==> src/sv/btl_pkg.sv <==
package btl_pkg;

  localparam int TOTAL_W     = 9;
  localparam int POS_W       = 16;
  localparam int DIM_W       = 15;
  localparam int COUNT_W     = 8;
  localparam int FRAC_W      = 16;
  localparam int CFG_IDX_W   = 3;
  localparam int CFG_DATA_W  = 16;

  localparam int MAX_WINDOWS_DEF = 256;

  localparam logic [FRAC_W-1:0]  DEFAULT_FRACTION = 16'd36045;
  localparam logic [COUNT_W-1:0] DEFAULT_MASTERS  = 8'd1;

  typedef logic signed [POS_W-1:0] pos_t;
  typedef logic [DIM_W-1:0]        dim_t;
  typedef logic [TOTAL_W-1:0]      total_t;
  typedef logic [CFG_IDX_W-1:0]    cfg_idx_t;
  typedef logic [CFG_DATA_W-1:0]   cfg_data_t;

  typedef enum logic [CFG_IDX_W-1:0] {
    REG_AREA_X      = 3'd0,
    REG_AREA_Y      = 3'd1,
    REG_AREA_WIDTH  = 3'd2,
    REG_AREA_HEIGHT = 3'd3,
    REG_MASTER_CNT  = 3'd4,
    REG_MASTER_FRAC = 3'd5
  } cfg_reg_t;

endpackage

==> src/sv/btl_if.sv <==
interface btl_in_if;
  import btl_pkg::*;
  logic   valid;
  logic   ready;
  total_t window_total;
  logic   first_window;
  modport source (output valid, window_total, first_window, input ready);
  modport sink   (input valid, window_total, first_window, output ready);
endinterface

interface btl_out_if;
  import btl_pkg::*;
  logic valid;
  logic ready;
  pos_t win_x;
  pos_t win_y;
  dim_t win_w;
  dim_t win_h;
  logic last_window;
  modport source (output valid, win_x, win_y, win_w, win_h, last_window, input ready);
  modport sink   (input valid, win_x, win_y, win_w, win_h, last_window, output ready);
endinterface

interface btl_cfg_if;
  import btl_pkg::*;
  logic      valid;
  logic      ready;
  cfg_idx_t  index;
  cfg_data_t data;
  modport source (output valid, index, data, input ready);
  modport sink   (input valid, index, data, output ready);
endinterface

==> src/sv/bottom_stack_tile_layout_core.sv <==
// Channel  Dir  Payload                                       Handshake
// in_if    in   window_total[8:0], first_window               valid/ready
// out_if   out  win_x[15:0], win_y[15:0], win_w, win_h,       valid/ready
//               last_window
// cfg_if   in   index[2:0], data[15:0]                        valid/ready
//
// The band-height multiply runs at the accepting edge. The result then passes
// band select (S_BAND), setup (S_SETUP), 15 steps of the shared radix-2 divider
// (S_DIV) and the output load (S_DONE). Ready rises with that load, so a new
// item is not taken until the last one has been loaded; ready does not wait for the
// result to leave the output register.
// A finished item waits in the last state while out_if is stalled.
// rst_n is synchronous; it clears the sequencer and loads register defaults.
module bottom_stack_tile_layout_core #(
  parameter int MAX_WINDOWS = btl_pkg::MAX_WINDOWS_DEF
) (
  input  logic       clk,
  input  logic       rst_n,
  btl_in_if.sink     in_if,
  btl_out_if.source  out_if,
  btl_cfg_if.sink    cfg_if
);
  import btl_pkg::*;

  localparam int IDX_W  = $clog2(MAX_WINDOWS + 1);
  localparam int CMP_W  = (IDX_W > TOTAL_W) ? IDX_W : TOTAL_W;
  localparam int MC_W   = (IDX_W > COUNT_W) ? IDX_W : COUNT_W;
  localparam int REM_W  = ((IDX_W > DIM_W) ? IDX_W : DIM_W) + 1;
  localparam int PROD_W = DIM_W + FRAC_W;
  localparam int STEP_W = $clog2(DIM_W);

  typedef enum logic [2:0] {S_IDLE, S_BAND, S_SETUP, S_DIV, S_DONE} state_t;

  typedef logic [IDX_W-1:0] idx_t;

  state_t state_r;

  pos_t                area_x_r, area_y_r;
  dim_t                area_w_r, area_h_r;
  logic [COUNT_W-1:0]  mcount_r;
  logic [FRAC_W-1:0]   mfrac_r;

  idx_t                total_r, idx_r, eff_r, div_r;
  dim_t                mcur_r, scur_r, band_r, cur_r, quo_r;
  logic [PROD_W-1:0]   prod_r;
  logic                start_r, is_m_r;
  logic [REM_W-1:0]    rem_r;
  logic [STEP_W-1:0]   step_r;

  logic                out_valid_r, last_r;
  pos_t                win_x_r, win_y_r;
  dim_t                win_w_r, win_h_r;

  logic [CMP_W-1:0]    raw_ext, max_ext;
  idx_t                total_c, eff_c;
  logic [MC_W-1:0]     mc_ext, tot_ext;
  logic                start_c;
  logic [FRAC_W-1:0]   frac_c;

  logic                is_m_c;
  dim_t                cur_c, span_c;
  idx_t                div_c;

  logic [REM_W-1:0]    trial, div_ext;
  logic                qbit;

  logic                in_fire, out_free;
  idx_t                idx_inc;

  assign in_fire  = in_if.valid && in_if.ready;
  assign out_free = !out_valid_r || out_if.ready;
  assign idx_inc  = idx_r + idx_t'(1);

  always_comb begin
    raw_ext = CMP_W'(in_if.window_total);
    max_ext = CMP_W'(MAX_WINDOWS);
    if (raw_ext == '0) begin
      total_c = idx_t'(1);
    end else if (raw_ext > max_ext) begin
      total_c = idx_t'(max_ext);
    end else begin
      total_c = idx_t'(raw_ext);
    end
    mc_ext  = MC_W'(mcount_r);
    tot_ext = MC_W'(total_c);
    eff_c   = (mc_ext < tot_ext) ? idx_t'(mc_ext) : total_c;
    start_c = in_if.first_window || (idx_r == '0) || (idx_r >= total_c);
    frac_c  = (mfrac_r == '0) ? DEFAULT_FRACTION : mfrac_r;
  end

  always_comb begin
    is_m_c = idx_r < eff_r;
    cur_c  = is_m_c ? mcur_r : scur_r;
    span_c = (area_w_r > cur_c) ? (area_w_r - cur_c) : '0;
    div_c  = is_m_c ? (eff_r - idx_r) : (total_r - idx_r);
  end

  always_comb begin
    trial   = {rem_r[REM_W-2:0], quo_r[DIM_W-1]};
    div_ext = REM_W'(div_r);
    qbit    = trial >= div_ext;
  end

  assign in_if.ready         = (state_r == S_IDLE);
  assign cfg_if.ready        = 1'b1;
  assign out_if.valid        = out_valid_r;
  assign out_if.win_x        = win_x_r;
  assign out_if.win_y        = win_y_r;
  assign out_if.win_w        = win_w_r;
  assign out_if.win_h        = win_h_r;
  assign out_if.last_window  = last_r;

  always_ff @(posedge clk) begin
    if (!rst_n) begin
      state_r     <= S_IDLE;
      area_x_r    <= '0;
      area_y_r    <= '0;
      area_w_r    <= '0;
      area_h_r    <= '0;
      mcount_r    <= DEFAULT_MASTERS;
      mfrac_r     <= DEFAULT_FRACTION;
      idx_r       <= '0;
      mcur_r      <= '0;
      scur_r      <= '0;
      band_r      <= '0;
      eff_r       <= '0;
      out_valid_r <= 1'b0;
    end else begin
      if (cfg_if.valid) begin
        unique case (cfg_if.index)
          REG_AREA_X:      area_x_r <= pos_t'(cfg_if.data);
          REG_AREA_Y:      area_y_r <= pos_t'(cfg_if.data);
          REG_AREA_WIDTH:  area_w_r <= cfg_if.data[DIM_W-1:0];
          REG_AREA_HEIGHT: area_h_r <= cfg_if.data[DIM_W-1:0];
          REG_MASTER_CNT:  mcount_r <= cfg_if.data[COUNT_W-1:0];
          REG_MASTER_FRAC: mfrac_r  <= cfg_if.data[FRAC_W-1:0];
          default: ;
        endcase
      end

      if (out_valid_r && out_if.ready && (state_r != S_DONE)) begin
        out_valid_r <= 1'b0;
      end

      unique case (state_r)
        S_IDLE: begin
          if (in_fire) begin
            total_r <= total_c;
            start_r <= start_c;
            prod_r  <= PROD_W'(area_h_r) * PROD_W'(frac_c);
            if (start_c) begin
              idx_r  <= '0;
              mcur_r <= '0;
              scur_r <= '0;
              eff_r  <= eff_c;
            end
            state_r <= S_BAND;
          end
        end
        S_BAND: begin
          if (start_r) begin
            if (eff_r == '0 || eff_r == total_r) begin
              band_r <= area_h_r;
            end else begin
              band_r <= prod_r[PROD_W-1:FRAC_W];
            end
          end
          state_r <= S_SETUP;
        end
        S_SETUP: begin
          is_m_r  <= is_m_c;
          cur_r   <= cur_c;
          div_r   <= div_c;
          quo_r   <= span_c;
          rem_r   <= '0;
          step_r  <= '0;
          state_r <= S_DIV;
        end
        S_DIV: begin
          rem_r  <= qbit ? (trial - div_ext) : trial;
          quo_r  <= {quo_r[DIM_W-2:0], qbit};
          step_r <= step_r + STEP_W'(1);
          if (step_r == STEP_W'(DIM_W - 1)) begin
            state_r <= S_DONE;
          end
        end
        S_DONE: begin
          if (out_free) begin
            out_valid_r <= 1'b1;
            win_x_r     <= area_x_r + pos_t'({1'b0, cur_r});
            win_w_r     <= quo_r;
            last_r      <= (idx_inc == total_r);
            if (is_m_r) begin
              mcur_r  <= cur_r + quo_r;
              win_y_r <= area_y_r;
              win_h_r <= band_r;
            end else begin
              scur_r  <= cur_r + quo_r;
              win_y_r <= area_y_r + pos_t'({1'b0, band_r});
              win_h_r <= (area_h_r > band_r) ? (area_h_r - band_r) : '0;
            end
            idx_r   <= idx_inc;
            state_r <= S_IDLE;
          end
        end
        default: state_r <= S_IDLE;
      endcase
    end
  end

endmodule

==> src/flat_wrapper.sv <==
// flat-port wrapper written by rule: the top's interface ports become plain ports
module bottom_stack_tile_layout_core_flat import btl_pkg::*;
#(
  parameter int MAX_WINDOWS = btl_pkg::MAX_WINDOWS_DEF
)
  (clk, rst_n, in_if_valid, in_if_window_total, in_if_first_window, in_if_ready, out_if_valid, out_if_win_x, out_if_win_y, out_if_win_w, out_if_win_h, out_if_last_window, out_if_ready, cfg_if_valid, cfg_if_index, cfg_if_data, cfg_if_ready);
  btl_in_if in_if_i ();
  btl_out_if out_if_i ();
  btl_cfg_if cfg_if_i ();
  input  logic clk;
  input  logic rst_n;
  input wire logic [$bits(in_if_i.valid)-1:0] in_if_valid;
  input wire logic [$bits(in_if_i.window_total)-1:0] in_if_window_total;
  input wire logic [$bits(in_if_i.first_window)-1:0] in_if_first_window;
  output wire logic [$bits(in_if_i.ready)-1:0] in_if_ready;
  output wire logic [$bits(out_if_i.valid)-1:0] out_if_valid;
  output wire logic [$bits(out_if_i.win_x)-1:0] out_if_win_x;
  output wire logic [$bits(out_if_i.win_y)-1:0] out_if_win_y;
  output wire logic [$bits(out_if_i.win_w)-1:0] out_if_win_w;
  output wire logic [$bits(out_if_i.win_h)-1:0] out_if_win_h;
  output wire logic [$bits(out_if_i.last_window)-1:0] out_if_last_window;
  input wire logic [$bits(out_if_i.ready)-1:0] out_if_ready;
  input wire logic [$bits(cfg_if_i.valid)-1:0] cfg_if_valid;
  input wire logic [$bits(cfg_if_i.index)-1:0] cfg_if_index;
  input wire logic [$bits(cfg_if_i.data)-1:0] cfg_if_data;
  output wire logic [$bits(cfg_if_i.ready)-1:0] cfg_if_ready;
  assign in_if_i.valid = in_if_valid;
  assign in_if_i.window_total = in_if_window_total;
  assign in_if_i.first_window = in_if_first_window;
  assign in_if_ready = in_if_i.ready;
  assign out_if_valid = out_if_i.valid;
  assign out_if_win_x = out_if_i.win_x;
  assign out_if_win_y = out_if_i.win_y;
  assign out_if_win_w = out_if_i.win_w;
  assign out_if_win_h = out_if_i.win_h;
  assign out_if_last_window = out_if_i.last_window;
  assign out_if_i.ready = out_if_ready;
  assign cfg_if_i.valid = cfg_if_valid;
  assign cfg_if_i.index = cfg_if_index;
  assign cfg_if_i.data = cfg_if_data;
  assign cfg_if_ready = cfg_if_i.ready;
  bottom_stack_tile_layout_core #(.MAX_WINDOWS(MAX_WINDOWS)) u_core (.clk(clk), .rst_n(rst_n), .in_if(in_if_i), .out_if(out_if_i), .cfg_if(cfg_if_i));
endmodule
==> config.mk <==
export PLATFORM = sky130hd
export DESIGN_NAME = bottom_stack_tile_layout_core_flat
export DESIGN_NICKNAME = d
export VERILOG_FILES = /design/src/sv/btl_pkg.sv /design/src/sv/btl_if.sv /design/src/sv/bottom_stack_tile_layout_core.sv /design/src/flat_wrapper.sv
export SDC_FILE = /design/constraint.sdc
export NUM_CORES = 1
export LEC_CHECK = 0
export BUFFER_PORTS_ARGS = -buffer_cell sky130_fd_sc_hd__buf_2
export CAP_MARGIN = 30
export CORE_ASPECT_RATIO = 0.7
export CORE_MARGIN = 5
export CORE_UTILIZATION = 35
export DETAILED_ROUTE_END_ITERATION = 7
export MAX_ROUTING_LAYER = met4
export PLACE_DENSITY_LB_ADDON = 0.1
export SYNTH_ARGS = -nofsm -noshare
export SYNTH_HDL_FRONTEND = slang
export SYNTH_SLANG_ARGS = --single-unit
export TNS_END_PERCENT = 5
==> constraint.sdc <==
create_clock -name clk -period 8.44 [get_ports clk]
set_input_delay 1.688 -clock clk [delete_from_list [all_inputs] [get_ports clk]]
set_output_delay 1.688 -clock clk [all_outputs]
set_load 0.01 [all_outputs]
==> results of run 1 <==
-- path summary, 6_finish.rpt --
| kind | endpoint | from | slack (ps) | cells past startpoint |
|---|---|---|---|---|
| min reg2reg | u_core.area_w_r[0]$_SDFFE_PN0P_ | u_core.area_w_r[0]$_SDFFE_PN0P_ | 460 | 2 |
| max reg2reg | u_core.prod_r[30]$_DFFE_PP_ | u_core.mfrac_r[9]$_SDFFE_PN0P_ | 530 | 25 |
| max | u_core.prod_r[30]$_DFFE_PP_ | u_core.mfrac_r[9]$_SDFFE_PN0P_ | 530 | 25 |
| min | u_core.area_w_r[0]$_SDFFE_PN0P_ | u_core.area_w_r[0]$_SDFFE_PN0P_ | 460 | 2 |
-- metal layers --
layer | up-vias | wire (um) | track usage (%)
li1 | 8839 | - | -
met1 | 9077 | 38600 | 32.1
met2 | 514 | 27200 | 25.2
met3 | 58 | 4870 | 3.34
met4 | 0 | 771 | 2.46
met5 | - | 0 | -
-- critical path: cells and delay by family (launching register included) --
kind	cells	cell delay, ps
AOI/OAI and AO/OA	6	1340
adders and majority gates	7	3310
buffers and inverters	6	310
DFF	1	700
and+or+nand+nor	6	1940
-- flip-flops by register name, indices dropped and copies added, names as in the netlist, 3 cells and up --
| register | count |
|---|---|
| u_core.prod_r | 15 |
| u_core.state_r | 3 |
| u_core.out_if.win_w | 15 |
| u_core.scur_r | 15 |
| u_core.area_y_r | 16 |
| u_core.step_r | 4 |
| u_core.mcount_r | 8 |
| u_core.mfrac_r | 16 |
| u_core.out_if.win_y | 16 |
| u_core.mcur_r | 15 |
| u_core.out_if.win_x | 16 |
| u_core.area_w_r | 15 |
| u_core.area_h_r | 15 |
| u_core.out_if.win_h | 15 |
| u_core.eff_r | 9 |
| u_core.idx_r | 9 |
| u_core.area_x_r | 16 |
| u_core.div_r | 9 |
| u_core.band_r | 15 |
| u_core.total_r | 9 |
| u_core.quo_r | 15 |
| u_core.cur_r | 15 |
| u_core.rem_r | 15 |
-- power breakdown --
group / internal, mW / total, mW / switching (mW) / leakage, nW
combinational: 0.288 / 0.748 / 0.460 / 8.55
sequential: 1.58 / 1.64 / 0.0602 / 2.60
clock: 0.927 / 1.59 / 0.664 / 0.594
total: 2.80 / 3.98 / 1.18 / 11.7
-- per-stage QoR --
step	cells	power (mW)	instance area (um2)
finish	3582	3.98	26800
global route	3580	4.17	26800
CTS	3578	4.02	26800
detailed placement	3512	2.41	25600
global placement	3507	2.40	25600
floorplan	2581	2.17	24100
-- cell usage after synthesis (7+ instances only) --
cell      count
a211oi_1     27
fa_1        187
nand3_1      54
xor2_1       46
nand2b_1     27
clkbuf_1     87
nor2_1      111
a211o_1       7
buf_2         7
o21bai_1     11
and3_1       13
or2_2         7
xnor2_1      69
nand2_1     364
dfxtp_1     153
nor3_1       32
o31ai_1       9
a22o_1       17
nand4_1      15
mux2i_1      71
inv_1       294
or3_1        20
and2_1      146
a31oi_1      11
ha_1        212
o211ai_1      8
mux2_2       16
edfxtp_1    147
a21oi_1     160
nor2b_1      20
o21a_1        9
a21o_1       27
o21ai_0      96
nor4_1       17
-- cells by family (layout without fill, tap and decap cells) --
| kind of cell | Yosys count | count (layout) | share of synthesized area, % |
|---|---|---|---|
| mux | 87 | 87 | 3.70 |
| fa+ha+maj | 399 | 399 | 26.5 |
| flops | 300 | 300 | 31.0 |
| compound gates | 434 | 434 | 11.4 |
| xor+xnor | 115 | 115 | 4.18 |
| simple gates | 847 | 847 | 16.8 |
| buf+inv | 398 | 494 | 6.41 |
| other cells | 1 | 4 | 0.0156 |
-- cell type report --
class                   instances  area [um2]
diodes                          3        7.51
fillers                      6787       41300
clock inverters                11         115
well taps                     902        1130
inverters                     295        1110
flip-flops and latches        300        7480
clock buffers                  55        1080
repair buffers                133         790
multi-input cells            1883       15100
==> summary.md, run 1 <==
| Metric | Value |
|---|---|
| Outcome | completed |
| Post-route worst setup slack | between 500 and 600 ps |
| CTS Sinks | 300 |
| Max H-tree Level | 2 |
| Synthesized area | 0.0241 mm2 |
| Max Transition Viols Final | 0 |
| Post-synthesis cell type count | 80 |
| Slew @ Worst Pin | between 1000 and 1500 ps |
| Post CTS Setup Buffer Count | 0 |
| Mapped Cells | 2,581 |
| GR Util All Layers | 19.6% |
| Final Hold Violating Endpoints | 0 |
| CTS tree | yes |
| Area fraction of the dominant cell type after synthesis | between 10% and 20% |
| RSZ-0062 raised after global routing | no |
| Slowest stage delay, CP | 700 ps |
| Mapped Nets | around 3,000 |
| CTS root buf | clkbuf_16 |
| First-pass DRT Iterations | 5 |
| Max Cap Viol | 0 |
| Initial drt markers | between 1,000 and 1,500 |
| Hold Crit Class | flop to flop |
| Worst Path Arrival | 8170 ps |
| Drt wl/cell | 19.9 um |
| Final core occ | 39.4% |
| Area Growth Syn to Fin | 11.4% |
| Num ports | 100 |
| Pre-CTS worst setup slack | 554 ps |
| Chip height | 230 um |
| Leak Pwr | approximately 12 nW |
| Vias | 18,488 |
| PD cells | 148 mW/mm2 |
| Max frequency | approximately 130 MHz |
| Final period util | between 90% and 100% |
| I/O Buffers | 98 |
| Slowest CP cell | dfxtp_1 |
| Crit Path Class | flop to flop |
| Top post-synthesis cells by area | edfxtp_1 (18%), fa_1 (16%), dfxtp_1 (13%), ha_1 (11%), nand2_1 (5.7%) |
| Initial antenna violation count | 1 |
| Synthesized area per cell | 9.34 um2 |
| Register area share after synthesis | between 30% and 40% |
| Min Hold Slack | ~460 ps |
| Syn. warnings | 0 |
| Vias in the first global route | 18,022 |
| Rel. slew slack | 30.0% |
| Number of nets still failing antenna checks after routing | 0 |
| Skew-Pair Late Insertion Delay | 560 ps |
| # DRC | 0 |
| Total Wirelength | 71,500 um |
| Setup crit end kind | flop |
| Layout cells sized above 1 | 8.82% |
| Area leader, netlist | edfxtp_1 |
| Initial Util | 35.4% |
| Final Setup Violations | 0 |
| Global-route wire length before repair | approximately 110,000 um |
| DPL Wire Length | 55,100 um |
| Top FF cell, synth | dfxtp_1 |
| Worst-case clock buffer depth | 3 |
| GPL Wtd Cong | 0.866 |
| Post_cts resized | 0 |
| Worst-path clk slew | 60 ps |
| Core area | 0.0682 mm2 |
| CP Launch Type | flop |
| Commonest non-fill, non-tap cell in the layout | nand2_1 |
| Vias per cell | just over 5 |
| Post-synth ARST share | 0% |
| Die W | between 300 and 400 um |
| Critical path required time | 8700 ps |
| Post-synthesis register bit count | 300 |
| Post-CTS Hold Buffers | 0 |
| Worst VDD drop | 0.000122 V |
| Remaining global-route overflow | 0 |
| Total CTS buffers | 36 |
| Largest net degree at the start of global routing | 92 |
| Final Critical Period | 7910 ps |
| Row cnt | 80 |
| Nets | 3,082 |
| Peak fanout along the critical path | 17 |
| Post-synth EDFFs | 147 |
| Die ar. | approximately 0.074 mm2 |
| Setup_tns | 0 ps |
| Final Skew | 32.9 ps |
| Commonest cells after routing, fill and taps aside | nand2_1 (364), inv_1 (292), ha_1 (212) |
Note: power is estimated with default switching activity, not from simulation.
==> run 2: changes to the inputs <==
==> constraint.sdc (replaced) <==
create_clock -name clk -period 8.44 [get_ports clk]
set_input_delay 1.266 -clock clk [delete_from_list [all_inputs] [get_ports clk]]
set_output_delay 1.266 -clock clk [all_outputs]
set_load 0.01 [all_outputs]
==> run 2 against run 1 <==
Compared with the run above:
- setup slack worse by 17 ps
- power rose by 0.44%
- sequential power barely moved
- first-iteration DRC count rose by 20%
- die area unchanged
- global-route usage rose by 0.20 points
- sequential share of layout area about the same
- critical endpoint unchanged
==> summary.md, run 2 (synthesis results as in run 1) <==
| Metric | Value |
|---|---|
| Slew @ Worst Pin | 1050 ps |
| Total CTS buffers | 36 |
| # DRC | 0 |
| Overall power | 4.00 mW |
| Largest net degree at the start of global routing | 92 |
| Final Skew | roughly 24 ps |
| RSZ-0062 raised after global routing | no |
| Final Hold Violating Endpoints | 0 |
| Post-CTS Hold Buffers | 0 |
| CTS Sinks | 300 |
| R2R depth | 22 |
| Worst-path clk slew | 60 ps |
| Worst-case clock buffer depth | 3 |
| Max Transition Viols Final | 0 |
| Post_cts resized | 0 |
| Post CTS Setup Buffer Count | 0 |
| Final period util | between 90% and 100% |
| CTS tree | yes |
| Final Critical Period | 7930 ps |
| Commonest non-fill, non-tap cell in the layout | nand2_1 |
| Max frequency | 126 MHz |
| CTS root buf | clkbuf_16 |
| Num ports | 100 |
| PD cells | 149 mW/mm2 |
| Max Cap Viol | 0 |
| Initial antenna violation count | 2 |
| Number of nets still failing antenna checks after routing | 0 |
| Setup crit end kind | flop |
| Peak fanout along the critical path | 17 |
| Net Sw Frac | 29.5% |
| Chip height | 230 um |
| Worst hold path cell count | 2 |
| GR Util All Layers | between 10% and 20% |
| Worst VDD drop | 0.000116 V |
| Worst Path Arrival | 8210 ps |
| Final Setup Violations | 0 |
| Fill cells | 6,791 |
| Initial Util | a little over a third |
| Vias per cell | 5.15 |
| Nets | between 3,000 and 4,000 |
| Total Wirelength | 71,800 um |
| Remaining global-route overflow | 0 |
| Skew-Pair Late Insertion Delay | 570 ps |
| CP Launch Type | flop |
| Post-Layout Cell Count | between 3,000 and 4,000 |
| Leak Pwr | 11.8 nW |
| Critical path required time | 8720 ps |
| DPL Wire Length | 55,200 um |
| Crit Path Class | flop to flop |
| Footprint of the multi-input gates | 0.0151 mm2 |
| First-pass DRT Iterations | 5 |
| Row cnt | 80 |
| Vias in the first global route | 18,203 |
| Global-route wire length before repair | 111,000 um |
| Outcome | completed |
| Die W | 324 um |
| Layout cells sized above 1 | 8.85% |
| Setup_tns | 0 ps |
| P_sw | 1.18 mW |
| Max H-tree Level | 2 |
| Final core occ | between 30% and 40% |
| Pint | about 2.8 mW |
| Cell area after layout | 0.0269 mm2 |
| Sequential Power Share | 41.1% |
| Rel. slew slack | 29.8% |
| Hold Crit Class | flop to flop |
| Area Growth Syn to Fin | 11.6% |
| GPL Wtd Cong | roughly 0.87 |
| Placed instance area | 0.0256 mm2 |
| Core area | ~0.068 mm2 |
| Register Area | 0.00748 mm2 |
| Initial drt markers | 1,427 |
| I/O Buffers | 98 |
| Commonest cells after routing, fill and taps aside | nand2_1 (364), inv_1 (292), ha_1 (212) |
| Vias | approximately 18,000 |
| Die ar. | 0.0743 mm2 |
| Clock Power Share | approximately two fifths |
| Post-Place Cells | around 3,500 |
| Drt wl/cell | 20.0 um |
| Comb pwr share | 18.7% |
-- run 2: worst paths after layout --
check	end	slack, ps	start
setup / recovery	u_core.prod_r[30]$_DFFE_PP_	510	u_core.mfrac_r[9]$_SDFFE_PN0P_
hold / removal	u_core.area_w_r[0]$_SDFFE_PN0P_	460	u_core.area_w_r[0]$_SDFFE_PN0P_
setup reg to reg	u_core.prod_r[30]$_DFFE_PP_	510	u_core.mfrac_r[9]$_SDFFE_PN0P_
hold reg to reg	u_core.area_w_r[0]$_SDFFE_PN0P_	460	u_core.area_w_r[0]$_SDFFE_PN0P_
-- run 2: power groups by stage --
stage	sequential (mW)	clock (mW)	combinational, mW
global placement	1.67	0	0.732
detailed placement	1.67	0	0.739
CTS	1.64	1.66	0.745
floorplan	1.64	0	0.533
finish	1.64	1.61	0.746
global route	1.65	1.72	0.826
-- run 2: critical path, cell delays in order, from the launching register on --
cell       delay, ps
dfxtp_1          520
nor4_1           420
nand4_1          350
nand2b_1         650
nand2_1          170
fa_1             570
inv_1             60
fa_1             560
fa_1             450
fa_1             460
fa_1             490
inv_1             50
fa_1             470
inv_1             40
ha_1             320
a21o_1           180
a21oi_1          240
o21ai_0          170
a31oi_1          450
a2bb2oi_1        270
o211ai_1         210
a2111oi_0        440
nor3b_1          110
-- run 2: stage by stage --
stage                     hold WS [ps]  setup WS, ps
after floorplan                    436          1970
after global placement             452           887
after detailed placement           452           612
after CTS                          460           591
after global routing               483          88.7
final                              458           512
-- run 2: final cells by class --
type | count | share of cell area [%]
multi-input cells | 1883 | 56.3
flip-flops and latches | 300 | 27.8
well taps | 902 | 4.20
clock buffers | 56 | 4.14
inverters | 295 | 4.13
repair buffers | 135 | 3.01
clock inverters | 10 | 0.409
diodes | 3 | 0.0279
-- run 2: metal layers --
layer	share of wire [%]	GRT usage, %
met1	55	32.3
met3	5.8	3.44
met2	38	25.3
met4	1.3	2.97
met5	0	-
